### config.mk
export PLATFORM = sky130hd
export DESIGN_NAME = frame_receive_deframer_core
export DESIGN_NICKNAME = d
export VERILOG_FILES = /design/src/rtl/core/frd_pkg.sv /design/src/rtl/core/frd_decode.sv /design/src/rtl/core/frame_receive_deframer_core.sv
export SDC_FILE = /design/constraint.sdc
export NUM_CORES = 1
export LEC_CHECK = 0
export BUFFER_PORTS_ARGS = -buffer_cell sky130_fd_sc_hd__buf_4
export CAP_MARGIN = 10
export CELL_PAD_IN_SITES_DETAIL_PLACEMENT = 1
export CELL_PAD_IN_SITES_GLOBAL_PLACEMENT = 2
export CORE_ASPECT_RATIO = 0.9
export CORE_MARGIN = 1.5
export CORE_UTILIZATION = 30
export DETAILED_ROUTE_END_ITERATION = 12
export PLACE_DENSITY = 0.67
export SETUP_SLACK_MARGIN = 0.02
export SYNTH_ARGS = -nofsm -noshare
export SYNTH_HDL_FRONTEND = slang
export SYNTH_SLANG_ARGS = --single-unit
### constraint.sdc
create_clock -name clk -period 12.7 [get_ports clk]
set_clock_uncertainty 0.05 [all_clocks]
set_input_delay 2.54 -clock clk [delete_from_list [all_inputs] [get_ports clk]]
set_output_delay 2.54 -clock clk [all_outputs]
set_load 0.01 [all_outputs]
### src/rtl/core/frd_pkg.sv
`default_nettype none
package frd_pkg;

	localparam int BYTE_W  = 8;
	localparam int POS_W   = 9;
	localparam int CAP_CNT = 7;
	localparam int CAP_FIRST = 2;
	localparam int EVENT_W = 3;
	localparam int STATUS_W = 2;
	localparam int ACCEL_W = 16;
	localparam int OUT_DATA_W = 80;
	localparam int APB_ADDR_W = 3;
	localparam int APB_DATA_W = 32;

	localparam logic [BYTE_W-1:0] START_BYTE = 8'hA5;
	localparam logic [BYTE_W-1:0] TAIL_BYTE  = 8'h5A;

	localparam logic [BYTE_W-1:0] CMD_SHUTDOWN_A = 8'd4;
	localparam logic [BYTE_W-1:0] CMD_SHUTDOWN_B = 8'd8;
	localparam logic [BYTE_W-1:0] CMD_LOW_VOLT  = 8'd5;
	localparam logic [BYTE_W-1:0] CMD_TIME_SYNC = 8'd10;
	localparam logic [BYTE_W-1:0] CMD_ACCEL     = 8'd19;

	localparam logic [EVENT_W-1:0] EV_NONE      = 3'd0;
	localparam logic [EVENT_W-1:0] EV_SHUTDOWN  = 3'd1;
	localparam logic [EVENT_W-1:0] EV_LOW_VOLT  = 3'd2;
	localparam logic [EVENT_W-1:0] EV_TIME_SYNC = 3'd3;
	localparam logic [EVENT_W-1:0] EV_ACCEL     = 3'd4;

	localparam logic [STATUS_W-1:0] ST_OK       = 2'd0;
	localparam logic [STATUS_W-1:0] ST_BAD_TAIL = 2'd1;
	localparam logic [STATUS_W-1:0] ST_BAD_SUM  = 2'd2;

	localparam logic REG_PENDING_CMD   = 1'b0;
	localparam logic REG_PENDING_VALID = 1'b1;

	typedef struct packed {
		logic               ack_match;
		logic [EVENT_W-1:0] event_code;
		logic               low_volt_set;
		logic               time_sync_set;
	} frd_decode_t;

endpackage
`default_nettype wire

### src/rtl/core/frd_decode.sv
`default_nettype none
module frd_decode (
	input  wire logic                        frame_ok,
	input  wire logic [frd_pkg::BYTE_W-1:0] command_code,
	input  wire logic [frd_pkg::BYTE_W-1:0] result_code,
	input  wire logic [frd_pkg::BYTE_W-1:0] pending_command,
	input  wire logic                        pending_valid,
	output frd_pkg::frd_decode_t             dec
);
	import frd_pkg::*;

	logic [BYTE_W:0] pend_inc;
	logic [BYTE_W:0] cmd_inc;
	logic            res_zero;

	assign pend_inc = {1'b0, pending_command} + {{BYTE_W{1'b0}}, 1'b1};
	assign cmd_inc  = {1'b0, command_code} + {{BYTE_W{1'b0}}, 1'b1};
	assign res_zero = (result_code == '0);

	always_comb begin
		dec = '0;
		if (frame_ok) begin
			dec.ack_match = pending_valid && res_zero &&
				(pend_inc[BYTE_W:1] == cmd_inc[BYTE_W:1]);
			if (command_code == CMD_SHUTDOWN_A || command_code == CMD_SHUTDOWN_B) begin
				dec.event_code = EV_SHUTDOWN;
			end else if (command_code == CMD_LOW_VOLT) begin
				dec.event_code   = EV_LOW_VOLT;
				dec.low_volt_set = 1'b1;
			end else if (command_code == CMD_TIME_SYNC) begin
				if (res_zero) begin
					dec.event_code    = EV_TIME_SYNC;
					dec.time_sync_set = 1'b1;
				end
			end else if (command_code == CMD_ACCEL) begin
				dec.event_code = EV_ACCEL;
			end
		end
	end

endmodule
`default_nettype wire

### src/rtl/core/frame_receive_deframer_core.sv
// Path from an input byte transfer to its frame result on the master side: the input
// register, then the result register.
// Throughput: one byte per cycle; input stalls only while a finished result is held
// by a low m_tready and the byte in the input register ends a frame.
// Reset (arst_n low, asynchronous) clears the parser state, capture bytes, sticky flags,
// configuration registers and both valid flags.
`default_nettype none
module frame_receive_deframer_core (
	input  wire logic                                clk,
	input  wire logic                                arst_n,
	// rx_byte [7:0]
	input  wire logic [frd_pkg::BYTE_W-1:0]         s_tdata,
	input  wire logic                                s_tvalid,
	output logic                                     s_tready,
	// command_code [7:0], result_code [15:8], body_length [23:16], ack_match [24],
	// event_code [27:25], accel_x [43:28], accel_y [59:44], accel_z [75:60],
	// low_voltage_latched [76], time_sync_latched [77], zero [79:78]
	output logic [frd_pkg::OUT_DATA_W-1:0]          m_tdata,
	// frame_status [1:0]
	output logic [frd_pkg::STATUS_W-1:0]            m_tuser,
	output logic                                     m_tvalid,
	input  wire logic                                m_tready,
	input  wire logic                                psel,
	input  wire logic                                penable,
	input  wire logic                                pwrite,
	input  wire logic [frd_pkg::APB_ADDR_W-1:0]     paddr,
	input  wire logic [frd_pkg::APB_DATA_W-1:0]     pwdata,
	output logic [frd_pkg::APB_DATA_W-1:0]          prdata,
	output logic                                     pready
);
	import frd_pkg::*;

	logic [BYTE_W-1:0] pend_cmd_q;
	logic              pend_valid_q;

	logic              valid_s1;
	logic [BYTE_W-1:0] byte_s1;

	logic [POS_W-1:0]  pos_q;
	logic [BYTE_W-1:0] len_q;
	logic [BYTE_W-1:0] xor_q;
	logic [BYTE_W-1:0] chk_q;
	logic [BYTE_W-1:0] cap_q [CAP_CNT];
	logic              lv_q;
	logic              ts_q;

	logic [BYTE_W-1:0] cap_next [CAP_CNT];
	logic [POS_W-1:0]  len_plus2;
	logic              hunting;
	logic              is_len;
	logic              in_body;
	logic              is_chk;
	logic              is_tail;
	logic              out_free;
	logic              adv;
	logic              step;
	logic [STATUS_W-1:0] status;
	logic              frame_ok;
	logic              lv_next;
	logic              ts_next;
	frd_decode_t       dec;
	logic [OUT_DATA_W-1:0] out_data;

	assign pready = 1'b1;

	always_ff @(posedge clk or negedge arst_n) begin
		if (!arst_n) begin
			pend_cmd_q   <= '0;
			pend_valid_q <= 1'b0;
		end else if (psel && penable && pwrite && pready) begin
			case (paddr[2])
				REG_PENDING_CMD:   pend_cmd_q   <= pwdata[BYTE_W-1:0];
				REG_PENDING_VALID: pend_valid_q <= pwdata[0];
				default: ;
			endcase
		end
	end

	always_comb begin
		prdata = '0;
		if (paddr[1:0] == 2'b00) begin
			case (paddr[2])
				REG_PENDING_CMD:   prdata = {{(APB_DATA_W-BYTE_W){1'b0}}, pend_cmd_q};
				REG_PENDING_VALID: prdata = {{(APB_DATA_W-1){1'b0}}, pend_valid_q};
				default:           prdata = '0;
			endcase
		end
	end

	assign hunting   = (pos_q == '0);
	assign is_len    = !hunting && (len_q == '0);
	assign len_plus2 = {1'b0, len_q} + POS_W'(CAP_FIRST);
	assign in_body   = pos_q < len_plus2;
	assign is_chk    = pos_q == len_plus2;
	assign is_tail   = valid_s1 && !hunting && !is_len && !in_body && !is_chk;

	assign out_free = !m_tvalid || m_tready;
	assign adv      = !is_tail || out_free;
	assign step     = valid_s1 && adv;
	assign s_tready = !valid_s1 || adv;

	always_comb begin
		for (int i = 0; i < CAP_CNT; i++) begin
			cap_next[i] = cap_q[i];
			if (!hunting && !is_len && pos_q == POS_W'(i + CAP_FIRST)) begin
				cap_next[i] = byte_s1;
			end
		end
	end

	always_comb begin
		if (byte_s1 != TAIL_BYTE) begin
			status = ST_BAD_TAIL;
		end else if (chk_q != xor_q) begin
			status = ST_BAD_SUM;
		end else begin
			status = ST_OK;
		end
	end

	assign frame_ok = (status == ST_OK);

	frd_decode u_decode (
		.frame_ok        (frame_ok),
		.command_code    (cap_next[0]),
		.result_code     (cap_next[1]),
		.pending_command (pend_cmd_q),
		.pending_valid   (pend_valid_q),
		.dec             (dec)
	);

	assign lv_next = lv_q | dec.low_volt_set;
	assign ts_next = ts_q | dec.time_sync_set;

	always_comb begin
		out_data = '0;
		out_data[23:16] = len_q;
		out_data[76]    = lv_next;
		out_data[77]    = ts_next;
		if (frame_ok) begin
			out_data[7:0]   = cap_next[0];
			out_data[15:8]  = cap_next[1];
			out_data[24]    = dec.ack_match;
			out_data[27:25] = dec.event_code;
			out_data[43:28] = {cap_next[1], cap_next[2]};
			out_data[59:44] = {cap_next[3], cap_next[4]};
			out_data[75:60] = {cap_next[5], cap_next[6]};
		end
	end

	always_ff @(posedge clk or negedge arst_n) begin
		if (!arst_n) begin
			valid_s1 <= 1'b0;
		end else if (s_tready) begin
			valid_s1 <= s_tvalid;
		end
	end

	always_ff @(posedge clk) begin
		if (s_tready && s_tvalid) begin
			byte_s1 <= s_tdata;
		end
	end

	always_ff @(posedge clk or negedge arst_n) begin
		if (!arst_n) begin
			pos_q <= '0;
			len_q <= '0;
			xor_q <= '0;
			chk_q <= '0;
			lv_q  <= 1'b0;
			ts_q  <= 1'b0;
			for (int i = 0; i < CAP_CNT; i++) begin
				cap_q[i] <= '0;
			end
		end else if (step) begin
			if (hunting) begin
				if (byte_s1 == START_BYTE) begin
					pos_q <= POS_W'(1);
					len_q <= '0;
				end
			end else if (is_len) begin
				len_q <= byte_s1;
				xor_q <= START_BYTE ^ byte_s1;
				pos_q <= POS_W'(CAP_FIRST);
			end else begin
				for (int i = 0; i < CAP_CNT; i++) begin
					cap_q[i] <= cap_next[i];
				end
				if (in_body) begin
					pos_q <= pos_q + POS_W'(1);
					xor_q <= xor_q ^ byte_s1;
				end else if (is_chk) begin
					pos_q <= pos_q + POS_W'(1);
					chk_q <= byte_s1;
				end else begin
					pos_q <= '0;
					len_q <= '0;
					lv_q  <= lv_next;
					ts_q  <= ts_next;
				end
			end
		end
	end

	always_ff @(posedge clk or negedge arst_n) begin
		if (!arst_n) begin
			m_tvalid <= 1'b0;
		end else if (step && is_tail) begin
			m_tvalid <= 1'b1;
		end else if (m_tready) begin
			m_tvalid <= 1'b0;
		end
	end

	always_ff @(posedge clk) begin
		if (step && is_tail) begin
			m_tdata <= out_data;
			m_tuser <= status;
		end
	end

	a_len_clear_while_hunting: assert property (@(posedge clk) disable iff (!arst_n)
		pos_q == '0 |-> len_q == '0)
		else $error("length held while hunting for start");

	a_reject_fields_zero: assert property (@(posedge clk) disable iff (!arst_n)
		m_tvalid && m_tuser != ST_OK |-> m_tdata[15:0] == '0 && m_tdata[75:24] == '0)
		else $error("rejected frame carries decoded fields");

	a_accel_x_high_is_result: assert property (@(posedge clk) disable iff (!arst_n)
		m_tvalid && m_tuser == ST_OK |-> m_tdata[43:36] == m_tdata[15:8])
		else $error("accel_x high byte differs from result byte");

	a_sticky_flags_hold: assert property (@(posedge clk) disable iff (!arst_n)
		!$fell(lv_q) && !$fell(ts_q))
		else $error("sticky flag cleared");

endmodule
`default_nettype wire
==> impl_metrics.py <==
metrics = {
    "sta": {
        "max_clock_freq_mhz": 154,
        "fin_ws_ns": 6.19,
        "period_minus_slack_ns": 6.51,
        "hold_violations": 0,
        "tightest_slew_ns": 1.01,
        "rsz0062_at_grt": "false",
        "tns_ns": 0,
        "period_share": 0.513,
        "setup_violations": 0,
        "slew_violations": 0,
        "max_slew_margin": 0.324,
    },
    "clock_tree": {
        "cts_sinks": 182,
        "holdBufCountCts": 0,
        "clk_pin_slew_worst_paths_ns": 0.07,
        "cts.repair.resized": 0,
        "cts_buffers": 17,
        "clock_path_buffers": 2,
        "clock-root-buffer": "clkbuf_16",
        "htreeDepth": 4,
        "clkLatencyLatePin_ns": 0.44,
        "post_cts.repair.setup_buffers": 0,
        "cts_tree": "yes",
    },
    "job": {
        "maxCapViolations": 0,
    },
    "finish": {
        "nFillCells": 3198,
        "drive_gt1_frac": 0.276,
        "fin_nets": 946,
        "diodes": 0,
        "area_growth_pct": 19.7,
    },
    "yosys": {
        "ys_top_cells_by_area": "dfrtp_1 (28%), edfxtp_1 (27%), mux2_2 (8.7%)",
        "synth-main-ff-cell": "dfrtp_1",
        "synth.yosys.seq_area_share": 0.552,
        "synth_xor_area_frac": 0.0379,
        "synth_area_per_cell_sq_um": 11.5,
        "yosys.area.top_type": "dfrtp_1",
        "synth_top_family_by_area": "simple AND/OR/NAND/NOR gates",
        "synthMuxAreaShare": 0.123,
        "synth_fa_ha_area_frac": 0.0265,
        "synth_edf_count": 80,
        "syn-cell-area_sq_mm": 0.00897,
        "synth_compound_area_frac": 0.0712,
        "ys_types": 52,
        "synthSimpleGateAreaFrac": 0.137,
        "synthCells": 780,
        "ys_seq_elements": 182,
        "yosysTopAreaCellShare": 0.284,
        "yosysWarnings": 0,
        "async_reset_ff_frac": 0.560,
    },
    "routing": {
        "vias": 6153,
        "avgRoutedWirePerCell_um": 18.5,
        "postRouteAntennaNets": 0,
        "drtPass1Iterations": 4,
        "drt_wl_total_um": 23800,
        "drt-initial-drc-count": 295,
        "via_per_inst": 4.78,
        "drc": 0,
    },
    "critical_path": {
        "worst-r2r-cell-count": 15,
        "crit_end": "s_tready",
        "r2r_start": "pos_q[1]$_DFFE_PN0P_",
        "path_class": "input port to primary output",
        "startpoint": "m_tready",
        "worst_ep_required_time_ns": 10.11,
        "worst_setup_path_start_kind": "input port",
        "timing.rr.end": "m_tdata[24]$_SDFFCE_PP0P_",
        "crit_arrival_ns": 3.92,
        "crit_fanout": 11,
        "rrSetupSlack_ns": 8.13,
        "end_kind": "primary output",
    },
    "grt": {
        "grt_pass1_vias": 6489,
        "grt_antenna_before_repair": 0,
        "grt_max_degree": 60,
        "grt_util_all_layers": 0.161,
        "overflow": 0,
        "grt_first_pass_wirelength_um": 38000,
    },
    "floorplanning": {
        "start_util": 0.308,
        "die_area_sq_mm": 0.0310,
        "num_rows": 59,
        "die_w_um": 185,
        "fp.dieH_um": 167,
        "num_io_pins": 167,
        "core_sq_mm": 0.0292,
    },
    "power_and_ir_drop": {
        "p_leak_nw": 4.33,
        "power_density_mw_per_mm2": 209,
        "ir_drop_v": 0.000109,
    },
    "run_status": {
        "outcome": "finished clean",
    },
    "min_path": {
        "worstHoldPathCells": 1,
        "min-delay-path-class": "flip-flop to flip-flop",
    },
    "placed_design": {
        "place_hpwl_um": 15200,
        "preCtsSetupSlack_ns": 6.12,
        "port_buffers": 115,
        "finalWeightedCongestion": 0.772,
    },
}
[layout make-up]
cell class | count | area (sq um) | share of cell area
clock buffer | 17 | 425 | 0.0396
clock inverter | 15 | 190 | 0.0177
inverter | 8 | 30.0 | 0.00280
multi-input combinational | 538 | 3670 | 0.342
sequential | 182 | 4950 | 0.461
tap | 396 | 495 | 0.0461
timing repair buffer | 130 | 976 | 0.0909
[routing by layer]
metal | global-route usage | wire length [um]
met5 | 0 | 0
met4 | 0.0350 | 219
met3 | 0.0359 | 812
met2 | 0.267 | 11700
met1 | 0.214 | 11100
[logic make-up (layout without fill, tap and decap cells)]
family	Yosys count	count (layout)
AO/OA/AOI/OAI	103	103
XOR/XNOR	38	38
adder cells (fa/ha/maj)	19	19
buffers and inverters	85	170
flip-flops	182	182
multiplexers	101	101
other	2	27
AND/OR/NAND/NOR	250	250
[report_power, final]
| group | switching, mW | internal (mW) |
|---|---|---|
| Sequential | 0.122 | 0.794 |
| Clock | 0.258 | 0.299 |
| Combinational | 0.423 | 0.344 |
[flip-flops by register name, indices dropped and copies added, names as in the netlist, 8 cells and up]
register / flops
xor_q: 8
len_q: 8
pos_q: 9
chk_q: 8
cap_q: 56
pend_cmd_q: 8
m_tdata: 70
byte_s1: 8
[synthesized netlist by cell type, types with 19 or more instances]
master / number
mux2i_1: 30
nor2_1: 50
xnor2_1: 30
buf_4: 35
nand2_1: 72
ha_1: 19
edfxtp_1: 80
clkbuf_1: 34
nand3_1: 49
a21oi_1: 60
dfrtp_1: 102
mux2_2: 69
[metrics by stage]
| stage | cell area, sq um | total power [mW] | util | cells | hold WS, ns |
|---|---|---|---|---|---|
| 3_3_place_gp | 10100 | 1.69 | 0.347 | 1254 | 0.401 |
| 4_1_cts | 10700 | 2.28 | 0.368 | 1286 | 0.427 |
| 2_1_floorplan | 9070 | 1.44 | - | 805 | 0.384 |
| 6_report | 10700 | 2.24 | 0.368 | 1286 | 0.425 |
| 5_1_grt | 10700 | 2.39 | 0.368 | 1286 | 0.461 |
| 3_5_place_dp | 10100 | 1.70 | 0.347 | 1254 | 0.408 |
[worst min-delay path by stage]
stage	from	to	slack (ns)
after floorplan	lv_q$_DFFE_PN0P_	lv_q$_DFFE_PN0P_	0.38
after global placement	ts_q$_DFFE_PN0P_	ts_q$_DFFE_PN0P_	0.40
after detailed placement	lv_q$_DFFE_PN0P_	lv_q$_DFFE_PN0P_	0.41
after CTS	lv_q$_DFFE_PN0P_	lv_q$_DFFE_PN0P_	0.43
after global routing	lv_q$_DFFE_PN0P_	lv_q$_DFFE_PN0P_	0.46
final	ts_q$_DFFE_PN0P_	ts_q$_DFFE_PN0P_	0.43
[layout by cell type (no fill, tap or decap), drive strengths merged, types with 5 or more instances in the layout]
cell type  netlist  final
dfrtp          102    102
buf             43    130
and3             6      6
nand2           72     72
clkbuf          34     17
mux2            71     71
nand2b           7      7
nor2            51     51
o21ai           10     10
edfxtp          80     80
mux2i           30     30
nand4           15     15
xnor2           30     30
xor2             8      8
nor4             7      7
and2            13     13
ha              19     19
a21oi           60     60
nand3           49     49
conb             2     27
a22o             8      8
nor3             9      9
a211oi           5      5
inv              8     14
[critical path, stage by stage]
cell and delay [ns]:
buf_4 0.11, nor2b_1 0.33, o211a_1 0.49, nand2_1 0.23
buf_4 0.22
Note: power is estimated with default switching activity, not from simulation.
